### config.mk
export PLATFORM = sky130hd
export DESIGN_NAME = spline16_window_resampler
export DESIGN_NICKNAME = d
export VERILOG_FILES = /design/src/rtl/s16r_pkg.sv /design/src/rtl/s16r_seq.sv /design/src/rtl/s16r_dp.sv /design/src/rtl/s16r_out.sv /design/src/rtl/spline16_window_resampler.sv
export VERILOG_INCLUDE_DIRS = /design/src /design/src/rtl
export SDC_FILE = /design/constraint.sdc
export NUM_CORES = 2
export LEC_CHECK = 0
export ABC_AREA = 1
export BUFFER_PORTS_ARGS = -buffer_cell sky130_fd_sc_hd__buf_2
export CORE_MARGIN = 2
export CORE_UTILIZATION = 46
export CTS_BUF_LIST = sky130_fd_sc_hd__clkbuf_4
export CTS_CLUSTER_SIZE = 40
export DETAILED_ROUTE_END_ITERATION = 8
export HOLD_SLACK_MARGIN = 0.1
export PLACE_DENSITY = 0.73
export SYNTH_ARGS = -nofsm -noshare
export SYNTH_HDL_FRONTEND = slang
export SYNTH_SLANG_ARGS = --single-unit
### constraint.sdc
create_clock -name clk -period 11 [get_ports clk]
set_clock_uncertainty 0.05 [all_clocks]
set_input_delay 2.2 -clock clk [delete_from_list [all_inputs] [get_ports clk]]
set_output_delay 2.2 -clock clk [all_outputs]
set_load 0.01 [all_outputs]
### src/rtl/assert_macros.svh
// Assertion macros shared by the resampler RTL.
// Each macro expands to one labeled concurrent assertion clocked on a rising edge.
`ifndef ASSERT_MACROS_SVH
`define ASSERT_MACROS_SVH

// Property checked on every rising edge outside reset.
`define ASSERT_PROP(label, clk, rst_n, prop, msg) \
    label: assert property (@(posedge clk) disable iff (!rst_n) prop) else $error(msg);

// Expression that must never be true outside reset.
`define ASSERT_NEVER(label, clk, rst_n, expr, msg) \
    `ASSERT_PROP(label, clk, rst_n, !(expr), msg)

`endif

### src/rtl/s16r_pkg.sv
// Shared constants, datapath codes and the sequencer-to-datapath control struct.
// Used by every module of the Spline16 window resampler; depends on nothing.
`default_nettype none

package s16r_pkg;

    localparam int FRAC_BITS_DEF   = 12;
    localparam int WEIGHT_BITS_DEF = 14;
    localparam int CH_W            = 8;
    localparam int POS_W           = 2;
    localparam int FRAC_IN_W       = 12;
    localparam int ACC_EXTRA       = 14;

    typedef enum logic [1:0] {
        A_CX,
        A_CY,
        A_XR,
        A_YR
    } a_sel_t;

    typedef enum logic [2:0] {
        B_AX,
        B_AY,
        B_RX,
        B_RY,
        B_YR,
        B_RED,
        B_GREEN,
        B_BLUE
    } b_sel_t;

    typedef enum logic [3:0] {
        ALU_NOP,
        ALU_XP,
        ALU_YP,
        ALU_XU,
        ALU_YU,
        ALU_XW,
        ALU_YW,
        ALU_WRND,
        ALU_ACCR,
        ALU_ACCG,
        ALU_ACCB
    } alu_op_t;

    typedef struct packed {
        logic    load;
        logic    clear;
        a_sel_t  a_sel;
        b_sel_t  b_sel;
        alu_op_t alu_op;
    } dp_ctrl_t;

endpackage

`default_nettype wire

### src/rtl/s16r_seq.sv
// Step sequencer of the resampler: walks one tap through the shared multiplier.
// Depends on s16r_pkg for the datapath control struct and its codes.
`default_nettype none

module s16r_seq (
    input  wire logic               clk,
    input  wire logic               rst_n,
    input  wire logic               in_fire,
    input  wire logic               in_tap_valid,
    input  wire logic               in_last,
    input  wire logic               out_free,
    output logic                    in_ready,
    output logic                    out_load,
    output s16r_pkg::dp_ctrl_t      ctrl
);

    typedef enum logic [14:0] {
        ST_IDLE = 15'h0001,
        ST_X1   = 15'h0002,
        ST_Y1   = 15'h0004,
        ST_X2   = 15'h0008,
        ST_Y2   = 15'h0010,
        ST_X3   = 15'h0020,
        ST_Y3   = 15'h0040,
        ST_W1   = 15'h0080,
        ST_W2   = 15'h0100,
        ST_W3   = 15'h0200,
        ST_R    = 15'h0400,
        ST_G    = 15'h0800,
        ST_B    = 15'h1000,
        ST_ACC  = 15'h2000,
        ST_OUT  = 15'h4000
    } state_t;

    state_t state_reg;
    state_t state_next;
    logic   last_reg;
    logic   last_next;

    assign in_ready = (state_reg == ST_IDLE);

    always_comb
    begin
        state_next  = state_reg;
        last_next   = last_reg;
        out_load    = 1'b0;
        ctrl.load   = 1'b0;
        ctrl.clear  = 1'b0;
        ctrl.a_sel  = s16r_pkg::A_CX;
        ctrl.b_sel  = s16r_pkg::B_AX;
        ctrl.alu_op = s16r_pkg::ALU_NOP;
        unique case (state_reg)
            ST_IDLE:
            begin
                if (in_fire)
                begin
                    ctrl.load = 1'b1;
                    last_next = in_last;
                    priority if (in_tap_valid)
                    begin
                        state_next = ST_X1;
                    end
                    else if (in_last)
                    begin
                        state_next = ST_OUT;
                    end
                    else
                    begin
                        state_next = ST_IDLE;
                    end
                end
            end
            ST_X1:
            begin
                ctrl.a_sel = s16r_pkg::A_CX;
                ctrl.b_sel = s16r_pkg::B_AX;
                state_next = ST_Y1;
            end
            ST_Y1:
            begin
                ctrl.a_sel  = s16r_pkg::A_CY;
                ctrl.b_sel  = s16r_pkg::B_AY;
                ctrl.alu_op = s16r_pkg::ALU_XP;
                state_next  = ST_X2;
            end
            ST_X2:
            begin
                ctrl.a_sel  = s16r_pkg::A_XR;
                ctrl.b_sel  = s16r_pkg::B_AX;
                ctrl.alu_op = s16r_pkg::ALU_YP;
                state_next  = ST_Y2;
            end
            ST_Y2:
            begin
                ctrl.a_sel  = s16r_pkg::A_YR;
                ctrl.b_sel  = s16r_pkg::B_AY;
                ctrl.alu_op = s16r_pkg::ALU_XU;
                state_next  = ST_X3;
            end
            ST_X3:
            begin
                ctrl.a_sel  = s16r_pkg::A_XR;
                ctrl.b_sel  = s16r_pkg::B_RX;
                ctrl.alu_op = s16r_pkg::ALU_YU;
                state_next  = ST_Y3;
            end
            ST_Y3:
            begin
                ctrl.a_sel  = s16r_pkg::A_YR;
                ctrl.b_sel  = s16r_pkg::B_RY;
                ctrl.alu_op = s16r_pkg::ALU_XW;
                state_next  = ST_W1;
            end
            ST_W1:
            begin
                ctrl.alu_op = s16r_pkg::ALU_YW;
                state_next  = ST_W2;
            end
            ST_W2:
            begin
                ctrl.a_sel = s16r_pkg::A_XR;
                ctrl.b_sel = s16r_pkg::B_YR;
                state_next = ST_W3;
            end
            ST_W3:
            begin
                ctrl.alu_op = s16r_pkg::ALU_WRND;
                state_next  = ST_R;
            end
            ST_R:
            begin
                ctrl.a_sel = s16r_pkg::A_XR;
                ctrl.b_sel = s16r_pkg::B_RED;
                state_next = ST_G;
            end
            ST_G:
            begin
                ctrl.a_sel  = s16r_pkg::A_XR;
                ctrl.b_sel  = s16r_pkg::B_GREEN;
                ctrl.alu_op = s16r_pkg::ALU_ACCR;
                state_next  = ST_B;
            end
            ST_B:
            begin
                ctrl.a_sel  = s16r_pkg::A_XR;
                ctrl.b_sel  = s16r_pkg::B_BLUE;
                ctrl.alu_op = s16r_pkg::ALU_ACCG;
                state_next  = ST_ACC;
            end
            ST_ACC:
            begin
                ctrl.alu_op = s16r_pkg::ALU_ACCB;
                state_next  = last_reg ? ST_OUT : ST_IDLE;
            end
            ST_OUT:
            begin
                if (out_free)
                begin
                    out_load   = 1'b1;
                    ctrl.clear = 1'b1;
                    state_next = ST_IDLE;
                end
            end
            default:
            begin
                state_next = ST_IDLE;
            end
        endcase
    end

    always_ff @(posedge clk or negedge rst_n)
    begin
        if (!rst_n)
        begin
            state_reg <= ST_IDLE;
            last_reg  <= 1'b0;
        end
        else
        begin
            state_reg <= state_next;
            last_reg  <= last_next;
        end
    end

endmodule

`default_nettype wire

### src/rtl/s16r_dp.sv
// Shared multiplier with its post-adder, work registers and the three channel sums.
// Depends on s16r_pkg; driven step by step by s16r_seq.
`default_nettype none

module s16r_dp #(
    parameter int FRAC_BITS   = s16r_pkg::FRAC_BITS_DEF,
    parameter int WEIGHT_BITS = s16r_pkg::WEIGHT_BITS_DEF
) (
    input  wire logic                                  clk,
    input  wire logic                                  rst_n,
    input  wire s16r_pkg::dp_ctrl_t                    ctrl,
    input  wire logic [s16r_pkg::CH_W-1:0]             tap_red,
    input  wire logic [s16r_pkg::CH_W-1:0]             tap_green,
    input  wire logic [s16r_pkg::CH_W-1:0]             tap_blue,
    input  wire logic [s16r_pkg::POS_W-1:0]            tap_col,
    input  wire logic [s16r_pkg::POS_W-1:0]            tap_row,
    input  wire logic [s16r_pkg::FRAC_IN_W-1:0]        frac_x,
    input  wire logic [s16r_pkg::FRAC_IN_W-1:0]        frac_y,
    output logic signed [WEIGHT_BITS+s16r_pkg::ACC_EXTRA-1:0] sum_red,
    output logic signed [WEIGHT_BITS+s16r_pkg::ACC_EXTRA-1:0] sum_green,
    output logic signed [WEIGHT_BITS+s16r_pkg::ACC_EXTRA-1:0] sum_blue
);

    localparam int F     = FRAC_BITS;
    localparam int W     = WEIGHT_BITS;
    localparam int FU    = (F < s16r_pkg::FRAC_IN_W) ? F : s16r_pkg::FRAC_IN_W;
    localparam int AW    = F + 1;
    localparam int CW    = F + 5;
    localparam int XW    = (2 * F + 4 > W + 5) ? 2 * F + 4 : W + 5;
    localparam int BW    = (F + 2 > W + 7) ? F + 2 : W + 7;
    localparam int PW    = XW + BW;
    localparam int ACC_W = W + s16r_pkg::ACC_EXTRA;
    localparam int KSH   = 3 * F - W;
    localparam int SSH   = W + 8;

    localparam logic [63:0] ONE_SQ  = 64'd1 << (2 * F);
    localparam logic [63:0] ADD_IN  = (64'd5 << (3 * F)) + (64'd5 << (KSH - 1));
    localparam logic [63:0] ADD_OUT = 64'd15 << (KSH - 1);
    localparam logic [63:0] RCP_IN  = ((64'd1 << SSH) / 64'd5) + 64'd1;
    localparam logic [63:0] RCP_OUT = ((64'd1 << SSH) / 64'd15) + 64'd1;

    localparam logic [AW-1:0]        ONE_A      = AW'(64'd1 << F);
    localparam logic signed [CW-1:0] NINE_ONE   = CW'(64'd9 << F);
    localparam logic signed [CW-1:0] TWELVE_ONE = CW'(64'd12 << F);
    localparam logic signed [PW-1:0] K_IN       = PW'(ONE_SQ);
    localparam logic signed [PW-1:0] K_OUT      = PW'(64'd7 * ONE_SQ);
    localparam logic signed [PW-1:0] A_IN       = PW'(ADD_IN);
    localparam logic signed [PW-1:0] A_OUT      = PW'(ADD_OUT);
    localparam logic signed [PW-1:0] OFF_IN     = PW'(64'd5 << W);
    localparam logic signed [PW-1:0] OFF_OUT    = PW'(64'd15 << W);
    localparam logic signed [PW-1:0] ONE_W      = PW'(64'd1 << W);
    localparam logic signed [PW-1:0] HALF_W     = PW'(64'd1 << (W - 1));
    localparam logic signed [BW-1:0] R_IN       = BW'(RCP_IN);
    localparam logic signed [BW-1:0] R_OUT      = BW'(RCP_OUT);

    logic [s16r_pkg::CH_W-1:0] red_reg;
    logic [s16r_pkg::CH_W-1:0] green_reg;
    logic [s16r_pkg::CH_W-1:0] blue_reg;
    logic [AW-1:0]             ax_reg;
    logic [AW-1:0]             ay_reg;
    logic                      inx_reg;
    logic                      iny_reg;
    logic signed [CW-1:0]      cx_reg;
    logic signed [CW-1:0]      cy_reg;
    logic [AW-1:0]             ax_next;
    logic [AW-1:0]             ay_next;
    logic                      inx_next;
    logic                      iny_next;

    logic signed [XW-1:0]      a_op;
    logic signed [BW-1:0]      b_op;
    logic signed [PW-1:0]      prod_next;
    logic signed [PW-1:0]      prod_reg;
    logic signed [PW-1:0]      alu_res;
    logic                      sel_in;

    logic signed [XW-1:0]      xr_reg;
    logic signed [XW-1:0]      xr_next;
    logic signed [XW-1:0]      yr_reg;
    logic signed [XW-1:0]      yr_next;
    logic signed [ACC_W-1:0]   sum_red_reg;
    logic signed [ACC_W-1:0]   sum_red_next;
    logic signed [ACC_W-1:0]   sum_green_reg;
    logic signed [ACC_W-1:0]   sum_green_next;
    logic signed [ACC_W-1:0]   sum_blue_reg;
    logic signed [ACC_W-1:0]   sum_blue_next;

    // Kernel argument: t for the two taps before the position, one minus t after it.
    function automatic logic [AW-1:0] axis_arg(
        input logic [s16r_pkg::POS_W-1:0]     pos,
        input logic [s16r_pkg::FRAC_IN_W-1:0] frac
    );
        logic [AW-1:0] t;
        t = AW'(frac[FU-1:0]);
        if (pos[1])
        begin
            return ONE_A - t;
        end
        return t;
    endfunction

    // Leading Horner coefficient of the inner or outer cubic branch.
    function automatic logic signed [CW-1:0] axis_coef(
        input logic          inner,
        input logic [AW-1:0] a
    );
        logic signed [CW-1:0] a5;
        a5 = CW'({a, 2'b00}) + CW'(a);
        if (inner)
        begin
            return a5 - NINE_ONE;
        end
        return TWELVE_ONE - a5;
    endfunction

    assign ax_next  = axis_arg(tap_col, frac_x);
    assign ay_next  = axis_arg(tap_row, frac_y);
    assign inx_next = tap_col[0] ^ tap_col[1];
    assign iny_next = tap_row[0] ^ tap_row[1];

    always_ff @(posedge clk)
    begin
        if (ctrl.load)
        begin
            red_reg   <= tap_red;
            green_reg <= tap_green;
            blue_reg  <= tap_blue;
            ax_reg    <= ax_next;
            ay_reg    <= ay_next;
            inx_reg   <= inx_next;
            iny_reg   <= iny_next;
            cx_reg    <= axis_coef(inx_next, ax_next);
            cy_reg    <= axis_coef(iny_next, ay_next);
        end
    end

    always_comb
    begin
        unique case (ctrl.a_sel)
            s16r_pkg::A_CX: a_op = XW'(cx_reg);
            s16r_pkg::A_CY: a_op = XW'(cy_reg);
            s16r_pkg::A_XR: a_op = xr_reg;
            s16r_pkg::A_YR: a_op = yr_reg;
        endcase
    end

    always_comb
    begin
        unique case (ctrl.b_sel)
            s16r_pkg::B_AX:    b_op = BW'(ax_reg);
            s16r_pkg::B_AY:    b_op = BW'(ay_reg);
            s16r_pkg::B_RX:    b_op = inx_reg ? R_IN : R_OUT;
            s16r_pkg::B_RY:    b_op = iny_reg ? R_IN : R_OUT;
            s16r_pkg::B_YR:    b_op = BW'(yr_reg);
            s16r_pkg::B_RED:   b_op = BW'(red_reg);
            s16r_pkg::B_GREEN: b_op = BW'(green_reg);
            s16r_pkg::B_BLUE:  b_op = BW'(blue_reg);
        endcase
    end

    assign prod_next = PW'(a_op) * PW'(b_op);

    always_ff @(posedge clk)
    begin
        prod_reg <= prod_next;
    end

    always_comb
    begin
        sel_in = iny_reg;
        if (ctrl.alu_op == s16r_pkg::ALU_XP || ctrl.alu_op == s16r_pkg::ALU_XU ||
            ctrl.alu_op == s16r_pkg::ALU_XW)
        begin
            sel_in = inx_reg;
        end
    end

    // Post-adder: cubic constant terms, division by 5 or 15 through the reciprocal,
    // weight rounding and accumulation all reuse the registered product.
    always_comb
    begin
        alu_res        = prod_reg;
        xr_next        = xr_reg;
        yr_next        = yr_reg;
        sum_red_next   = sum_red_reg;
        sum_green_next = sum_green_reg;
        sum_blue_next  = sum_blue_reg;
        unique case (ctrl.alu_op)
            s16r_pkg::ALU_XP, s16r_pkg::ALU_YP:
            begin
                alu_res = prod_reg - (sel_in ? K_IN : K_OUT);
            end
            s16r_pkg::ALU_XU, s16r_pkg::ALU_YU:
            begin
                alu_res = ((prod_reg + (sel_in ? A_IN : A_OUT)) >>> KSH) +
                          (sel_in ? OFF_IN : OFF_OUT);
            end
            s16r_pkg::ALU_XW, s16r_pkg::ALU_YW:
            begin
                alu_res = (prod_reg >>> SSH) - ONE_W;
            end
            s16r_pkg::ALU_WRND:
            begin
                alu_res = (prod_reg + HALF_W) >>> W;
            end
            s16r_pkg::ALU_ACCR:
            begin
                sum_red_next = sum_red_reg + ACC_W'(prod_reg);
            end
            s16r_pkg::ALU_ACCG:
            begin
                sum_green_next = sum_green_reg + ACC_W'(prod_reg);
            end
            s16r_pkg::ALU_ACCB:
            begin
                sum_blue_next = sum_blue_reg + ACC_W'(prod_reg);
            end
            default:
            begin
                alu_res = prod_reg;
            end
        endcase
        if (ctrl.alu_op == s16r_pkg::ALU_XP || ctrl.alu_op == s16r_pkg::ALU_XU ||
            ctrl.alu_op == s16r_pkg::ALU_XW || ctrl.alu_op == s16r_pkg::ALU_WRND)
        begin
            xr_next = XW'(alu_res);
        end
        if (ctrl.alu_op == s16r_pkg::ALU_YP || ctrl.alu_op == s16r_pkg::ALU_YU ||
            ctrl.alu_op == s16r_pkg::ALU_YW)
        begin
            yr_next = XW'(alu_res);
        end
    end

    always_ff @(posedge clk)
    begin
        xr_reg <= xr_next;
        yr_reg <= yr_next;
    end

    always_ff @(posedge clk or negedge rst_n)
    begin
        if (!rst_n)
        begin
            sum_red_reg   <= '0;
            sum_green_reg <= '0;
            sum_blue_reg  <= '0;
        end
        else if (ctrl.clear)
        begin
            sum_red_reg   <= '0;
            sum_green_reg <= '0;
            sum_blue_reg  <= '0;
        end
        else
        begin
            sum_red_reg   <= sum_red_next;
            sum_green_reg <= sum_green_next;
            sum_blue_reg  <= sum_blue_next;
        end
    end

    assign sum_red   = sum_red_reg;
    assign sum_green = sum_green_reg;
    assign sum_blue  = sum_blue_reg;

endmodule

`default_nettype wire

### src/rtl/s16r_out.sv
// Result stage: rounds and clamps the three sums and holds the pixel for the master side.
// Depends on s16r_pkg for the channel width, the sum headroom and the default weight width.
`default_nettype none

module s16r_out #(
    parameter int WEIGHT_BITS = s16r_pkg::WEIGHT_BITS_DEF
) (
    input  wire logic                                        clk,
    input  wire logic                                        rst_n,
    input  wire logic                                        load,
    input  wire logic signed [WEIGHT_BITS+s16r_pkg::ACC_EXTRA-1:0] sum_red,
    input  wire logic signed [WEIGHT_BITS+s16r_pkg::ACC_EXTRA-1:0] sum_green,
    input  wire logic signed [WEIGHT_BITS+s16r_pkg::ACC_EXTRA-1:0] sum_blue,
    input  wire logic                                        tready,
    output logic                                             tvalid,
    output logic [3*s16r_pkg::CH_W-1:0]                      tdata,
    output logic                                             free
);

    localparam int W     = WEIGHT_BITS;
    localparam int ACC_W = W + s16r_pkg::ACC_EXTRA;
    localparam int VW    = ACC_W + 1;

    localparam logic signed [VW-1:0] HALF_V = VW'(64'd1 << (W - 1));
    localparam logic signed [VW-1:0] ZERO_V = '0;
    localparam logic signed [VW-1:0] MAX_V  = VW'(255);

    logic                              valid_reg;
    logic [3*s16r_pkg::CH_W-1:0]       data_reg;

    function automatic logic [s16r_pkg::CH_W-1:0] finish(
        input logic signed [ACC_W-1:0] s
    );
        logic signed [VW-1:0]      v;
        logic [s16r_pkg::CH_W-1:0] r;
        v = (VW'(s) + HALF_V) >>> W;
        priority if (v < ZERO_V)
        begin
            r = '0;
        end
        else if (v > MAX_V)
        begin
            r = '1;
        end
        else
        begin
            r = v[s16r_pkg::CH_W-1:0];
        end
        return r;
    endfunction

    assign free = !valid_reg || tready;

    always_ff @(posedge clk or negedge rst_n)
    begin
        if (!rst_n)
        begin
            valid_reg <= 1'b0;
        end
        else if (load)
        begin
            valid_reg <= 1'b1;
        end
        else if (tready)
        begin
            valid_reg <= 1'b0;
        end
    end

    always_ff @(posedge clk)
    begin
        if (load)
        begin
            data_reg <= {finish(sum_blue), finish(sum_green), finish(sum_red)};
        end
    end

    assign tvalid = valid_reg;
    assign tdata  = data_reg;

endmodule

`default_nettype wire

### src/rtl/spline16_window_resampler.sv
// Spline16 window resampler, top level: builds one RGB pixel from the taps of a 4x4 window.
// Depends on s16r_pkg, s16r_seq, s16r_dp, s16r_out and assert_macros.svh.
//
// Taps arrive one item at a time on the slave side; tuser high marks a tap inside the
// frame and tlast marks the final tap of a window. Every valid tap is weighted with the
// Spline16 kernel from its own fractions and added to three signed sums; on the last tap
// the sums are rounded half up, clamped to 0..255 and sent as one pixel on the master
// side. All arithmetic runs through a single shared multiplier with a post-adder, so a
// valid tap is accepted and then walks thirteen sequencer steps for ten products, an
// invalid tap is only accepted, and the last tap of a window then moves the pixel into
// the output register, which waits while an earlier pixel is still held there.
`default_nettype none

`include "assert_macros.svh"

module spline16_window_resampler #(
    parameter int FRAC_BITS   = s16r_pkg::FRAC_BITS_DEF,
    parameter int WEIGHT_BITS = s16r_pkg::WEIGHT_BITS_DEF
) (
    input  wire logic        clk,
    input  wire logic        rst_n,
    input  wire logic        s_axis_tvalid,
    output logic             s_axis_tready,
    // tap_red, tap_green, tap_blue, tap_col, tap_row, frac_x, frac_y, zero fill
    input  wire logic [55:0] s_axis_tdata,
    // tap_valid
    input  wire logic        s_axis_tuser,
    input  wire logic        s_axis_tlast,
    output logic             m_axis_tvalid,
    input  wire logic        m_axis_tready,
    // out_red, out_green, out_blue
    output logic [23:0]      m_axis_tdata
);

    localparam int ACC_W = WEIGHT_BITS + s16r_pkg::ACC_EXTRA;

    logic                     in_fire;
    logic                     out_free;
    logic                     out_load;
    s16r_pkg::dp_ctrl_t       ctrl;
    logic signed [ACC_W-1:0]  sum_red;
    logic signed [ACC_W-1:0]  sum_green;
    logic signed [ACC_W-1:0]  sum_blue;

    assign in_fire = s_axis_tvalid && s_axis_tready;

    s16r_seq u_seq (
        .clk          (clk),
        .rst_n        (rst_n),
        .in_fire      (in_fire),
        .in_tap_valid (s_axis_tuser),
        .in_last      (s_axis_tlast),
        .out_free     (out_free),
        .in_ready     (s_axis_tready),
        .out_load     (out_load),
        .ctrl         (ctrl)
    );

    s16r_dp #(
        .FRAC_BITS   (FRAC_BITS),
        .WEIGHT_BITS (WEIGHT_BITS)
    ) u_dp (
        .clk       (clk),
        .rst_n     (rst_n),
        .ctrl      (ctrl),
        .tap_red   (s_axis_tdata[7:0]),
        .tap_green (s_axis_tdata[15:8]),
        .tap_blue  (s_axis_tdata[23:16]),
        .tap_col   (s_axis_tdata[25:24]),
        .tap_row   (s_axis_tdata[27:26]),
        .frac_x    (s_axis_tdata[39:28]),
        .frac_y    (s_axis_tdata[51:40]),
        .sum_red   (sum_red),
        .sum_green (sum_green),
        .sum_blue  (sum_blue)
    );

    s16r_out #(
        .WEIGHT_BITS (WEIGHT_BITS)
    ) u_out (
        .clk       (clk),
        .rst_n     (rst_n),
        .load      (out_load),
        .sum_red   (sum_red),
        .sum_green (sum_green),
        .sum_blue  (sum_blue),
        .tready    (m_axis_tready),
        .tvalid    (m_axis_tvalid),
        .tdata     (m_axis_tdata),
        .free      (out_free)
    );

    `ASSERT_NEVER(a_load_over_held, clk, rst_n, out_load && m_axis_tvalid && !m_axis_tready, "pixel loaded over a held result")
    `ASSERT_PROP(a_busy_after_valid_tap, clk, rst_n, (in_fire && s_axis_tuser) |=> !s_axis_tready, "ready stayed high after a valid tap")
    `ASSERT_PROP(a_load_sets_valid, clk, rst_n, out_load |=> m_axis_tvalid, "loaded pixel not offered")

endmodule

`default_nettype wire
======== Word level (Yosys, flattened, before mapping) ========
Cells that the tools add are included.
cells by class
  add/subtract/negate cells ............... 19
  multiply operators ...................... 1
  $lt $le $gt $ge ......................... 6
  equal/unequal tests ..................... 37
  multiplexer cells ....................... 46
  bitwise operators ....................... 2
  reductions and logical operators ........ 19
operator list
  operator                number
  $pmux 15 s15            1
  $pmux 28 s4             2
  $mux 28                 6
  $pmux 21 s8             1
  $add 28x15->29 const B  3
  $add 28x28->28          3
  $mux 15                 5
  $mux 17                 4
  $mux 13                 4
  $add 49x40->49          1
  $mul 28x21->49          1
  $gt 15x9->1 const B     3
  $lt 15x1->1 const B     3
  $pmux 5 s9              1
  $add 42x15->42 const B  1
  $mux 20                 2
  $pmux 4 s10             1
  $mux 39                 1
  $sub 17x17->17 const A  2
  $sub 17x17->17 const B  2
  $add 15x13->16          2
  $add 27x19->28          1
  $sub 27x16->28 const B  1
  $sub 28x28->28          1
  40 further kinds        78
storage, ports and cells
  bits in registers ....................... 316
  input bits .............................. 62
  output and inout bits ................... 26

======== Longest topological paths before layout ========
  word-level depth ........................ 10
  gate-level depth with buffers ........... 46
  depth with buffers taken out ............ 44

======== Hierarchy ========
A second synthesis with hierarchy kept.
unflattened totals
  cells, all modules ...................... 5569
  area, all modules ....................... 43436.7 µm²
by module, submodules not included
  module                     instances  cells an instance  area each (µm²)
  s16r_dp                    1          5190               40560.2
  s16r_out                   1          219                1773.0
  s16r_seq                   1          158                1096.1
  spline16_window_resampler  1          2                  7.5

======== Least setup slack after synthesis ========
Ideal clock, no wire load.
  path type ............................... flip-flop to flip-flop
  start point ............................. register u_seq.state_reg[8]
  end point ............................... register u_dp.prod_reg[48]
  setup time .............................. 121 ps
  arrival time ............................ 7565 ps
  required time ........................... 10829 ps
  slack ................................... 3264 ps
  stages on the path, launching flop included .. 35
  path buffers ............................ 2
  cell sequence ........................... dfrtp_1 -> nor2_1 -> nand2_1 -> nor2_4 -> nand3_1 -> nand2_1 -> clkbuf_1 -> a21oi_1 -> nand3_1 -> nand2_1 -> clkinv_1 -> buf_2 -> nand2_1 -> fa_1 -> fa_1 -> inv_1 -> fa_1 -> inv_1 -> fa_1 -> inv_1 -> fa_1 -> inv_1 -> fa_1 -> fa_1 -> inv_1 -> ha_1 -> a21oi_1 -> inv_1 -> a31oi_1 -> o21ai_0 -> inv_1 -> nor3_1 -> a211oi_1 -> nand2_1 -> xor2_1
between the ends
  cells in the longest elaborated chain, start to end .. 5
  elaborated cells between the ends (all ways) .. 25
RTL lines
  item                                        RTL line                        source
  from (decl)                                 s16r_seq.sv:35                  state_t state_reg;
  from (signal assigned)                      s16r_seq.sv:180                 state_reg <= state_next;
  $eq 15x13->1 (tied with other cells)        s16r_seq.sv:52                  unique case (state_reg)
  $pmux 5 s9 (*)                              s16r_seq.sv:52
  $eq 3x3->1 (tied with other cells)          s16r_dp.sv:149                  unique case (ctrl.b_sel)
  $pmux 21 s8 or $pmux 28 s4 (tied branches)  s16r_dp.sv:149, s16r_dp.sv:139
  $mul 28x21->49 (*)                          s16r_dp.sv:161                  assign prod_next = PW'(a_op) * PW'(b_op);
  named net u_dp.prod_next[48]                s16r_dp.sv:72                   logic signed [PW-1:0] prod_next;
  to (signal assigned)                        s16r_dp.sv:165                  prod_reg <= prod_next;
  to (decl)                                   s16r_dp.sv:73                   logic signed [PW-1:0] prod_reg;
The timed path passes the listed nets; every way through them passes the cells marked *.
A chain may end at the register's enable or synchronous reset.

======== Worst setup path after layout ========
  start point ............................. register u_seq.state_reg[3]
  end point ............................... register u_dp.prod_reg[48]
Same word-level chain as after synthesis.

==> flow_summary.ini <==
[route]
viasPerCell = 5.41
first_pass_iters = 6
wl_per_cell_um = 19.4
vias = 37046
drt_iter0_drc = 3007
antenna_left = 0
drcViolationCount = 0
wl_um = 133000

[setup_path]
critPathMaxStageDelay_ns = 0.74
startpoint = u_seq.state_reg[3]$_DFFE_PN0P_
critPathSlowestCell = clkinv_1
r2r-start = u_seq.state_reg[3]$_DFFE_PN0P_
critPathRequiredTime_ns = 11.63
worst_setup_path_start_kind = flip-flop
crit_type = flip-flop to flip-flop
cp-end-kind = flip-flop
cp.arrival_ns = 10.74
crit_fanout = 13
crit_top_cell = inv_1

[sta]
finalSetupViolations = 0
finalHoldViolCount = 0
fmax_mhz = 99.0
slew_violations = 0
max-slew-margin-rel_pct = 13.0
whs_ns = 0.439
rsz0062_at_grt = no
period_minus_slack_ns = 10.10
tightest_slew_ns = 1.30
final.period_utilization_pct = 91.9
tns_ns = 0

[synthesis]
synth_area_leaders = fa_1 (28%), edfxtp_1 (11%), nand2_1 (10%)
synthFlopType = edfxtp_1
syn_nets = 6350
syn_area_um2 = 43200
netlist_instances = 5442
synth_cell_types = 67
synth.top_cells.by_count = nand2_1 (1,193), inv_1 (1,091), fa_1 (600)
ys_seq_elements = 314
synth_top_area_share_pct = 27.8
yosysTopAreaCell = fa_1
synth_edf_count = 164
seq_area_frac_synth_pct = 19.5
yosysWarnings = 0
syn_avg_cell_area_um2 = 7.93
yosysMostFrequentCell = nand2_1
async_flop_share_pct = 32.2

[grt]
antenna_found_initial = 4
overflow = 0
grt_pass1_wl_um = 209000
first_global_vias = 37962
grt_max_degree = 82
gr-usage-all-layers_pct = 28.3

[clock_tree]
clock-sinks = 314
cts_tree = yes
cts_max_level = 3
clk_latency_ns = 0.83
cts_resized = 0
clockBufferDepth = 3
cts_buffers = 81
cts-root-buf = clkbuf_4
post-cts-setup-buffers = 0
holdBufCountCts = 0
path_clk_slew_ns = 0.07

[floorplanning]
die_w_um = 310
start_util_pct = 46.3
ioPinCount = 88
die_h_um = 310
core-area_um2 = 93200
rows = 112
die-area_um2 = 96300

[placement]
dp_hpwl_um = 106000
placed_cells = 6700
routabilityCongestion = 0.971
port_buffers = 83

[finish]
nets = 6437
final_cells = 6853
utilization_pct = 49.3
largest_reg_flops = 49
syn2layout_area_growth_pct = 6.42
drive_gt1_share_pct = 6.86
n_fill_cell = 9016

[worst_hold_path]
min_path_type = flip-flop to flip-flop
hp-start = u_dp.sum_blue[2]$_DFFE_PN0P_

[outcome]
status = completed

[run]
drv_cap = 0
per-stage QoR:
step                cell area [um^2]  setup WS (ns)
global placement               44800           1.28
detailed placement             44800           1.07
CTS                            45900          0.996
floorplan                      43200           3.26
global route                   45900          0.236
finish                         45900          0.895
routing by layer:
layer	track usage [%]	part of all wire [%]	up-vias
met3	5.79	8.7	357
li1	-	-	17124
met4	12.6	4.8	2
met5	0	0.0098	-
met1	36.5	40	18021
met2	46.0	46	1542
area by class of cell:
type / instances / area [um^2] / area share (%)
antenna: 5 / 12.5 / 0.0272
sequential: 314 / 8430 / 18.4
clock buffer: 116 / 871 / 1.90
timing repair buffer: 133 / 793 / 1.73
multi-input combinational: 3866 / 29800 / 64.8
inverter: 1133 / 4250 / 9.26
tap: 1254 / 1570 / 3.42
clock inverter: 32 / 246 / 0.536
cell usage in the layout, fill, tap and decap left out, drive strengths merged, types with 31 or more instances in the layout:
master / instances
nor3: 54
fa: 600
or2: 33
nand3: 223
o21ai: 213
xnor2: 61
inv: 1129
xor2: 151
nand2: 1222
nand4: 66
ha: 246
dfxtp: 49
edfxtp: 164
clkinv: 31
clkbuf: 116
dfrtp: 100
nor2: 559
buf: 133
a21oi: 223
path summary, 6_finish.rpt:
check / end / slack, ns / cells past startpoint
min: u_dp.sum_blue[2]$_DFFE_PN0P_ / 0.44 / 2
min in group asynchronous: u_seq.state_reg[3]$_DFFE_PN0P_ / 1.30 / 1
max reg2reg: u_dp.prod_reg[48]$_DFF_P_ / 0.90 / 33
max in group asynchronous: u_dp.sum_red[12]$_DFFE_PN0P_ / 8.33 / 2
min reg2reg: u_dp.sum_blue[2]$_DFFE_PN0P_ / 0.44 / 2
max: u_dp.prod_reg[48]$_DFF_P_ / 0.90 / 33
kinds of logic (layout without fill, tap and decap cells):
logic type | after synthesis | in the layout | share of synthesized area (%)
xor+xnor | 212 | 212 | 4.30
flops | 314 | 314 | 19.5
buf+inv | 1262 | 1414 | 11.6
simple gates | 2202 | 2202 | 21.4
fa+ha+maj | 846 | 846 | 35.0
other cells | 0 | 5 | 0
compound gates | 606 | 606 | 8.20
worst max-delay path: cells and delay by family, from the launching register on:
kind            cells  cell delay, ns
simple gates       11            3.06
xor+xnor            1            0.17
fa+ha+maj           8            4.00
compound gates      4            0.74
buf+inv             9            1.51
flops               1            0.41
Power is not shown: default switching activity piles up to over one toggle a cycle in this logic, so the estimate is an artifact.
